$ cat config.mk
export PLATFORM = sky130hd
export DESIGN_NAME = scan_sector_proximity_feedback_top
export DESIGN_NICKNAME = d
export VERILOG_FILES = /design/src/sv/sspf_pkg.sv /design/src/sv/sspf_ctrl.sv /design/src/sv/sspf_dp.sv /design/src/sv/scan_sector_proximity_feedback_top.sv
export SDC_FILE = /design/constraint.sdc
export NUM_CORES = 1
export LEC_CHECK = 0
export ABC_AREA = 1
export BUFFER_PORTS_ARGS = -buffer_cell sky130_fd_sc_hd__buf_2
export CAP_MARGIN = 20
export CORE_MARGIN = 2
export CORE_UTILIZATION = 30
export DETAILED_ROUTE_END_ITERATION = 8
export GPL_TIMING_DRIVEN = 0
export PLACE_DENSITY = 0.42
export SLEW_MARGIN = 0
export SYNTH_ARGS = -nofsm -noshare
export SYNTH_HDL_FRONTEND = slang
export SYNTH_SLANG_ARGS = --single-unit
$ cat constraint.sdc
create_clock -name clk -period 6.06 [get_ports clk]
set_clock_uncertainty 0.05 [all_clocks]
set_input_delay 0.303 -clock clk [delete_from_list [all_inputs] [get_ports clk]]
set_output_delay 0.303 -clock clk [all_outputs]
set_load 0.03 [all_outputs]
$ cat src/sv/sspf_pkg.sv
// Package for the scan sector proximity feedback block.
// Holds payload structs, register indexes, sector bounds, FSM states and the
// command/status structs shared by the controller, the datapath and the top level.
package sspf_pkg;

	localparam int DIST_BITS = 16;
	localparam int ANGLE_BITS = 9;
	localparam int INTENS_BITS = 10;
	localparam int CFG_IDX_BITS = 2;
	localparam int SCAN_POINTS = 360;

	localparam logic [INTENS_BITS-1:0] FULL_INTENSITY = '1;
	localparam logic [DIST_BITS-1:0] DIST_ALL_ONES = '1;

	// Restoring division steps: one per quotient bit.
	localparam int DIV_STEPS = INTENS_BITS;
	localparam int STEP_CNT_BITS = $clog2(DIV_STEPS);

	// Configuration register indexes.
	localparam logic [CFG_IDX_BITS-1:0] CFG_NEAR_LIMIT = 2'd0;
	localparam logic [CFG_IDX_BITS-1:0] CFG_SIDE_LIMIT = 2'd1;
	localparam logic [CFG_IDX_BITS-1:0] CFG_RANGE_MIN = 2'd2;

	localparam logic [DIST_BITS-1:0] NEAR_LIMIT_RESET = 16'd500;
	localparam logic [DIST_BITS-1:0] SIDE_LIMIT_RESET = 16'd350;
	localparam logic [DIST_BITS-1:0] RANGE_MIN_RESET = 16'd0;

	// Sector bounds in beam indexes.
	localparam logic [ANGLE_BITS-1:0] FRONT_NARROW_LO = 9'd170;
	localparam logic [ANGLE_BITS-1:0] FRONT_NARROW_HI = 9'd190;
	localparam logic [ANGLE_BITS-1:0] FRONT_WIDE_LO = 9'd145;
	localparam logic [ANGLE_BITS-1:0] FRONT_WIDE_HI = 9'd215;
	localparam logic [ANGLE_BITS-1:0] BACK_NARROW_LO = 9'd10;
	localparam logic [ANGLE_BITS-1:0] BACK_NARROW_HI = 9'd350;
	localparam logic [ANGLE_BITS-1:0] BACK_WIDE_LO = 9'd35;
	localparam logic [ANGLE_BITS-1:0] BACK_WIDE_HI = 9'd325;
	localparam logic [ANGLE_BITS-1:0] ANGLE_LIMIT = ANGLE_BITS'(SCAN_POINTS);

	typedef struct packed {
		logic [ANGLE_BITS-1:0] angle_index;
		logic [DIST_BITS-1:0] distance_mm;
		logic last_sample;
	} sspf_in_t;

	typedef struct packed {
		logic front_rumble;
		logic [INTENS_BITS-1:0] front_intensity;
		logic back_rumble;
		logic [INTENS_BITS-1:0] back_intensity;
	} sspf_out_t;

	typedef enum logic [2:0] {
		ST_IDLE,
		ST_SEL,
		ST_PREP,
		ST_CHK,
		ST_DIV,
		ST_WR,
		ST_OUT
	} sspf_state_t;

	typedef enum logic {
		DIR_FRONT,
		DIR_BACK
	} sspf_dir_t;

	typedef struct packed {
		logic acc;
		logic sel;
		logic prep;
		logic chk;
		logic step;
		logic wr;
		logic load_out;
		sspf_dir_t dir;
	} sspf_cmd_t;

	typedef struct packed {
		logic out_busy;
	} sspf_stat_t;

endpackage

$ cat src/sv/sspf_ctrl.sv
// Controller of the scan sector proximity feedback block.
// Sequences minimum tracking, the per-direction judge and division, and the
// result load. Depends on sspf_pkg.
module sspf_ctrl
	import sspf_pkg::*;
(
	input  logic clk,
	input  logic arst_n,
	input  logic in_valid,
	input  logic in_last,
	output logic in_stall,
	input  logic out_stall,
	input  sspf_stat_t stat,
	output sspf_cmd_t cmd
);

	sspf_state_t state_q, state_d;
	sspf_dir_t dir_q, dir_d;
	logic [STEP_CNT_BITS-1:0] cnt_q, cnt_d;

	always_ff @(posedge clk or negedge arst_n) begin
		if (!arst_n) begin
			state_q <= ST_IDLE;
			dir_q <= DIR_FRONT;
			cnt_q <= '0;
		end else begin
			state_q <= state_d;
			dir_q <= dir_d;
			cnt_q <= cnt_d;
		end
	end

	always_comb begin
		state_d = state_q;
		dir_d = dir_q;
		cnt_d = cnt_q;
		cmd = '0;
		cmd.dir = dir_q;
		in_stall = 1'b1;
		case (state_q)
			ST_IDLE: begin
				in_stall = 1'b0;
				if (in_valid) begin
					cmd.acc = 1'b1;
					if (in_last) begin
						dir_d = DIR_FRONT;
						state_d = ST_SEL;
					end
				end
			end
			ST_SEL: begin
				cmd.sel = 1'b1;
				state_d = ST_PREP;
			end
			ST_PREP: begin
				cmd.prep = 1'b1;
				state_d = ST_CHK;
			end
			ST_CHK: begin
				cmd.chk = 1'b1;
				cnt_d = '0;
				state_d = ST_DIV;
			end
			ST_DIV: begin
				cmd.step = 1'b1;
				if (cnt_q == STEP_CNT_BITS'(DIV_STEPS - 1)) begin
					state_d = ST_WR;
				end else begin
					cnt_d = cnt_q + 1'b1;
				end
			end
			ST_WR: begin
				cmd.wr = 1'b1;
				if (dir_q == DIR_FRONT) begin
					dir_d = DIR_BACK;
					state_d = ST_SEL;
				end else begin
					state_d = ST_OUT;
				end
			end
			ST_OUT: begin
				// The previous result may still be waiting; load once it leaves.
				if (!stat.out_busy || !out_stall) begin
					cmd.load_out = 1'b1;
					state_d = ST_IDLE;
				end
			end
			default: begin
				state_d = ST_IDLE;
			end
		endcase
	end

endmodule

$ cat src/sv/sspf_dp.sv
// Datapath of the scan sector proximity feedback block: configuration
// registers, sector minima, the shared restoring divider and the result register.
// Depends on sspf_pkg; driven by sspf_ctrl commands.
module sspf_dp
	import sspf_pkg::*;
(
	input  logic clk,
	input  logic arst_n,
	input  logic cfg_we,
	input  logic [CFG_IDX_BITS-1:0] cfg_index,
	input  logic [DIST_BITS-1:0] cfg_data,
	input  sspf_in_t in_data,
	input  sspf_cmd_t cmd,
	output sspf_stat_t stat,
	output logic out_valid,
	input  logic out_stall,
	output sspf_out_t out_data
);

	logic [DIST_BITS-1:0] near_limit_q, side_limit_q, range_min_q;
	logic [DIST_BITS-1:0] fn_min_q, fw_min_q, bn_min_q, bw_min_q;
	logic [INTENS_BITS-1:0] held_front_q, held_back_q;
	logic front_fire_q, back_fire_q;

	logic fire_q, lim_le_q, sat_q;
	logic [DIST_BITS-1:0] limit_q, dsel_q, span_q, diff_q, rem_q;
	logic [INTENS_BITS-1:0] low_q;
	logic out_valid_q;
	sspf_out_t out_q;

	// Sector membership of the incoming sample.
	logic in_range, hit_fn, hit_fw, hit_bn, hit_bw;
	logic [DIST_BITS-1:0] d_in;
	assign d_in = in_data.distance_mm;
	assign in_range = in_data.angle_index < ANGLE_LIMIT;
	assign hit_fn = in_range && in_data.angle_index >= FRONT_NARROW_LO &&
		in_data.angle_index <= FRONT_NARROW_HI;
	assign hit_fw = in_range && in_data.angle_index >= FRONT_WIDE_LO &&
		in_data.angle_index <= FRONT_WIDE_HI;
	assign hit_bn = in_range && (in_data.angle_index <= BACK_NARROW_LO ||
		in_data.angle_index >= BACK_NARROW_HI);
	assign hit_bw = in_range && (in_data.angle_index <= BACK_WIDE_LO ||
		in_data.angle_index >= BACK_WIDE_HI);

	// Choice of the test for the current direction.
	logic [DIST_BITS-1:0] narrow_sel, wide_sel;
	assign narrow_sel = (cmd.dir == DIR_FRONT) ? fn_min_q : bn_min_q;
	assign wide_sel = (cmd.dir == DIR_FRONT) ? fw_min_q : bw_min_q;

	// Dividend is diff * 1023, formed as diff * 1024 - diff.
	logic [DIST_BITS+INTENS_BITS-1:0] dividend;
	assign dividend = {diff_q, {INTENS_BITS{1'b0}}} -
		{{INTENS_BITS{1'b0}}, diff_q};

	logic [DIST_BITS:0] trial;
	logic trial_ge;
	logic [DIST_BITS:0] trial_sub;
	assign trial = {rem_q, low_q[INTENS_BITS-1]};
	assign trial_ge = trial >= {1'b0, span_q};
	assign trial_sub = trial - {1'b0, span_q};

	logic [INTENS_BITS-1:0] new_intens;
	assign new_intens = sat_q ? FULL_INTENSITY : low_q;

	always_ff @(posedge clk or negedge arst_n) begin
		if (!arst_n) begin
			near_limit_q <= NEAR_LIMIT_RESET;
			side_limit_q <= SIDE_LIMIT_RESET;
			range_min_q <= RANGE_MIN_RESET;
			fn_min_q <= DIST_ALL_ONES;
			fw_min_q <= DIST_ALL_ONES;
			bn_min_q <= DIST_ALL_ONES;
			bw_min_q <= DIST_ALL_ONES;
			held_front_q <= '0;
			held_back_q <= '0;
			out_valid_q <= 1'b0;
		end else begin
			if (cfg_we) begin
				case (cfg_index)
					CFG_NEAR_LIMIT: near_limit_q <= cfg_data;
					CFG_SIDE_LIMIT: side_limit_q <= cfg_data;
					CFG_RANGE_MIN: range_min_q <= cfg_data;
					default: ;
				endcase
			end
			if (cmd.acc) begin
				if (hit_fn && d_in < fn_min_q) fn_min_q <= d_in;
				if (hit_fw && d_in < fw_min_q) fw_min_q <= d_in;
				if (hit_bn && d_in < bn_min_q) bn_min_q <= d_in;
				if (hit_bw && d_in < bw_min_q) bw_min_q <= d_in;
			end
			if (cmd.wr && fire_q) begin
				if (cmd.dir == DIR_FRONT) begin
					held_front_q <= new_intens;
				end else begin
					held_back_q <= new_intens;
				end
			end
			if (cmd.load_out) begin
				fn_min_q <= DIST_ALL_ONES;
				fw_min_q <= DIST_ALL_ONES;
				bn_min_q <= DIST_ALL_ONES;
				bw_min_q <= DIST_ALL_ONES;
				out_valid_q <= 1'b1;
			end else if (!out_stall) begin
				out_valid_q <= 1'b0;
			end
		end
	end

	// Payload registers of the judge, divider and result.
	always_ff @(posedge clk) begin
		if (cmd.sel) begin
			if (narrow_sel < near_limit_q) begin
				fire_q <= 1'b1;
				limit_q <= near_limit_q;
				dsel_q <= narrow_sel;
			end else if (wide_sel < side_limit_q) begin
				fire_q <= 1'b1;
				limit_q <= side_limit_q;
				dsel_q <= wide_sel;
			end else begin
				fire_q <= 1'b0;
				limit_q <= side_limit_q;
				dsel_q <= wide_sel;
			end
			if (cmd.dir == DIR_FRONT) begin
				front_fire_q <= (narrow_sel < near_limit_q) || (wide_sel < side_limit_q);
			end else begin
				back_fire_q <= (narrow_sel < near_limit_q) || (wide_sel < side_limit_q);
			end
		end
		if (cmd.prep) begin
			span_q <= limit_q - range_min_q;
			diff_q <= limit_q - dsel_q;
			lim_le_q <= limit_q <= range_min_q;
		end
		if (cmd.chk) begin
			// When the distance is at or below the range minimum the quotient
			// reaches full scale, so the divider result is not needed.
			sat_q <= lim_le_q || (diff_q >= span_q);
			rem_q <= dividend[DIST_BITS+INTENS_BITS-1:INTENS_BITS];
			low_q <= dividend[INTENS_BITS-1:0];
		end
		if (cmd.step) begin
			rem_q <= trial_ge ? trial_sub[DIST_BITS-1:0] : trial[DIST_BITS-1:0];
			low_q <= {low_q[INTENS_BITS-2:0], trial_ge};
		end
		if (cmd.load_out) begin
			out_q.front_rumble <= front_fire_q;
			out_q.front_intensity <= held_front_q;
			out_q.back_rumble <= back_fire_q;
			out_q.back_intensity <= held_back_q;
		end
	end

	assign stat.out_busy = out_valid_q;
	assign out_valid = out_valid_q;
	assign out_data = out_q;

endmodule

$ cat src/sv/scan_sector_proximity_feedback_top.sv
// After the last sample of a scan is accepted, the block runs a judge and a
// 10-step division pass for the front and then for the back, then loads the
// result. Throughput: one sample per cycle outside that computation; the last
// sample holds off new samples until the result is loaded, which waits while an
// earlier result is still stalled at the output. Reset: arst_n clears minima to all
// ones, held intensities to zero, limits to defaults. Depends on sspf_ctrl, sspf_dp.
module scan_sector_proximity_feedback_top
	import sspf_pkg::*;
(
	input  logic clk,
	input  logic arst_n,
	input  logic cfg_we,
	input  logic [CFG_IDX_BITS-1:0] cfg_index,
	input  logic [DIST_BITS-1:0] cfg_data,
	input  logic in_valid,
	output logic in_stall,
	input  sspf_in_t in_data,
	output logic out_valid,
	input  logic out_stall,
	output sspf_out_t out_data
);

	sspf_cmd_t cmd;
	sspf_stat_t stat;

	sspf_ctrl u_ctrl (
		.clk(clk),
		.arst_n(arst_n),
		.in_valid(in_valid),
		.in_last(in_data.last_sample),
		.in_stall(in_stall),
		.out_stall(out_stall),
		.stat(stat),
		.cmd(cmd)
	);

	sspf_dp u_dp (
		.clk(clk),
		.arst_n(arst_n),
		.cfg_we(cfg_we),
		.cfg_index(cfg_index),
		.cfg_data(cfg_data),
		.in_data(in_data),
		.cmd(cmd),
		.stat(stat),
		.out_valid(out_valid),
		.out_stall(out_stall),
		.out_data(out_data)
	);

endmodule

==> impl_metrics.py <==
metrics = {
    "synthesis": {
        "synth_cell_types": 51,
        "synth_area_per_cell_sq_um": 8.06,
        "async_flop_share_pct": 54.7,
        "synth_warnings": 0,
        "synth_nets": 2314,
        "ys.flop_type": "edfxtp_1",
        "synth_enable_flop_cells": 117,
        "ys_seq_area_share_pct": 42.1,
        "ys_ff_latch": 258,
        "netlist_instances": 2100,
        "netlist_area_sq_mm": 0.0169,
    },
    "floorplan": {
        "std_cell_rows": 87,
        "dieHeight_um": 242,
        "dieArea_sq_mm": 0.0584,
        "fp.dieW_um": 242,
        "core_sq_mm": 0.0561,
        "initial_utilization_pct": 30.2,
        "io_pins": 73,
    },
    "sta": {
        "tns_ns": 0,
        "fin_crit_ns": 3.80,
        "rsz0062_at_grt": "no",
        "final_hold_viol_count": 0,
        "worst_slew_pin_slew_ns": 0.775,
        "period_share_pct": 62.7,
        "slew_headroom_pct": 48.3,
        "fmax_ghz": 0.263,
        "slew_viol_final": 0,
        "finalSetupViolCount": 0,
        "holdWs_ns": 0.00675,
    },
    "drt": {
        "drcViolationCount": 0,
        "first_pass_iters": 5,
        "wl_um": 51500,
        "via_per_inst": 4.67,
        "vias": 14000,
        "drtIter0Drc": 798,
        "ant_nets": 0,
        "wl_per_cell_um": 17.1,
    },
    "finish": {
        "fin_cells": 3005,
        "area_delta_synth_final_pct": 15.4,
        "nets": 2437,
        "nFillCells": 5962,
        "final_cell_mix": "nand2_1 (587), inv_1 (283), nand3_1 (188)",
        "drive_gt1_share_pct": 13.3,
        "layout_commonest_cell": "nand2_1",
        "postLayoutCoreUtil_pct": 34.9,
    },
    "pwr": {
        "swShare_pct": 45.4,
        "internal_power_mw": 6.24,
        "peakVddDrop_mv": 0.255,
        "p_sw_mw": 5.19,
        "power_mw": 11.4,
        "powerDensity_mw_per_mm2": 585,
        "power_frac_comb_pct": 52.1,
        "p_leak_nw": 9.30,
        "clkPwrFrac_pct": 16.9,
        "power_frac_seq_pct": 31.1,
    },
    "clock_network": {
        "htreeDepth": 1,
        "clk_path_buf_depth": 3,
        "clk_latency_ns": 0.58,
        "ctsResizeCount": 0,
        "cts_buffers": 31,
        "cts_tree": "done",
        "cts_setup_buffers": 0,
        "clock-sinks": 258,
        "cts_root_buf": "clkbuf_16",
        "clk_pin_slew_ns": 0.06,
    },
    "setup_path": {
        "crit_path_start_kind": "register",
        "crit_arrival_ns": 4.17,
        "end_kind": "register",
        "r2r_setup_slack_ns": 2.26,
        "required_ns": 6.43,
        "critical_path_class": "reg -> reg",
        "cp_max_fo": 10,
    },
    "run": {
        "maxCapViolations": 0,
    },
    "global_route": {
        "grt_pass1_wl_um": 80700,
        "grt-ovfl-total": 0,
        "grt_usage_pct": 17.6,
        "grt_pass1_vias": 14000,
        "grt_max_degree": 79,
        "antenna_found_initial": 0,
    },
    "place": {
        "place_congestion": 0.877,
        "numPlacedInstances": 2934,
        "io_buffers": 72,
        "hpwl_um": 41900,
    },
    "outcome": {
        "outcome": "finished, final reports clean",
    },
    "worst_hold_path": {
        "worstHoldPathType": "in -> reg",
    },
}
[critical path: stages, from the launching register on]
cell and delay, ns:
dfrtp_1 0.55, buf_2 0.39, clkbuf_1 0.45, nand2_1 0.14
o21ai_0 0.26, ha_1 0.36, nand2_1 0.07, inv_1 0.05
nand3_1 0.07, a31oi_1 0.07, nor2_1 0.43, clkbuf_1 0.47
nand3_1 0.13, nand2_1 0.15
[worst paths after layout]
check / startpoint / endpoint / cells after the start
worst max-delay path: u_ctrl.dir_q$_DFFE_PN0P_ / u_dp.limit_q[1]$_DFFE_PN_ / 13
worst min-delay path: cfg_data[9] / u_dp.range_min_q[9]$_DFFE_PN0P_ / 3
max in group asynchronous: arst_n / u_dp.fn_min_q[11]$_DFFE_PN1P_ / 3
worst max register to register: u_ctrl.dir_q$_DFFE_PN0P_ / u_dp.limit_q[1]$_DFFE_PN_ / 13
min in group asynchronous: arst_n / u_dp.side_limit_q[0]$_DFFE_PN0P_ / 2
worst min register to register: u_dp.front_fire_q$_DFFE_PP_ / u_dp.out_data[21]$_DFFE_PP_ / 0
[sequential cells by signal (all words and copies together), names as in the netlist, 3 cells and up]
signal and flops:
u_dp.side_limit_q 16, u_dp.bw_min_q 16, u_ctrl.state_q 3, u_ctrl.cnt_q 4, u_dp.held_back_q 10, u_dp.range_min_q 16
u_dp.near_limit_q 16, u_dp.limit_q 16, u_dp.fw_min_q 16, u_dp.low_q 10, u_dp.span_q 16, u_dp.out_data 22
u_dp.held_front_q 10, u_dp.bn_min_q 16, u_dp.dsel_q 16, u_dp.fn_min_q 16, u_dp.rem_q 16, u_dp.diff_q 16
[metal layers]
| metal | share of wire [%] | wire, um | global-route usage [%] | vias to the layer above |
|---|---|---|---|---|
| met4 | 2.1 | 1080 | 4.13 | 0 |
| met3 | 3.3 | 1700 | 1.75 | 70 |
| met2 | 48 | 24500 | 29.7 | 248 |
| met1 | 47 | 24200 | 24.1 | 6542 |
| li1 | - | - | - | 7179 |
| met5 | 0 | 0 | 0 | - |
[stage by stage]
step	area (sq um)	setup slack (ns)
after floorplan	16900	2.67
after global placement	18200	1.40
after detailed placement	18400	2.28
after CTS	19500	2.26
after global routing	19500	1.92
final	19500	2.26
[repair_timing]
action / CTS / global route
hold buffers: 12 / 0
endpoints found under the setup margin: 0 / 0
hold endpoints to repair: 60 / 0
[final cells by class]
cell class / count / area, sq um / share of cell area (%)
clock buffer: 35 / 801 / 4.10
inverter: 289 / 1090 / 5.56
tap: 756 / 946 / 4.84
clock inverter: 23 / 246 / 1.26
buffer: 52 / 287 / 1.47
timing repair buffer: 90 / 596 / 3.05
multi-input combinational: 1501 / 8440 / 43.2
antenna: 1 / 2.50 / 0.0128
sequential: 258 / 7140 / 36.5
[synth_stat cells, drive strengths merged (20+ instances only)]
master    n  area share (%)
inv     289             6.4
dfrtp    65             9.6
clkbuf   21            0.47
dfstp    76              12
a21oi    95             2.9
nand3   190             5.7
o21ai   140             4.2
nor2    129             3.1
nor3     20            0.72
xor2     25             1.3
ha      162              12
nand2   601              14
or2      22            0.81
a31oi    20            0.74
nand3b   20            0.89
edfxtp  117              21
buf      31             1.2
[kinds of logic (layout without fill, tap and decap cells)]
family | Yosys count | after routing | synth area share, %
AOI/OAI and AO/OA | 286 | 286 | 9.16
xor gates and xnor gates | 39 | 39 | 2.02
adders and majority gates | 165 | 165 | 12.3
buffers and inverters | 341 | 489 | 8.10
DFF | 258 | 258 | 42.1
muxes | 6 | 6 | 0.399
other | 0 | 1 | 0
and+or+nand+nor | 1005 | 1005 | 25.9
[power groups by stage]
| stage | Combinational (mW) | Clock [mW] | Sequential, mW |
|---|---|---|---|
| 2_1_floorplan | 4.26 | 0 | 3.36 |
| 5_1_grt | 6.87 | 2.06 | 3.63 |
| 3_3_place_gp | 5.85 | 0 | 3.60 |
| 4_1_cts | 6.00 | 1.99 | 3.57 |
| 3_5_place_dp | 5.97 | 0 | 3.59 |
| 6_report | 5.95 | 1.93 | 3.55 |
Note: power is estimated with default switching activity, not from simulation.
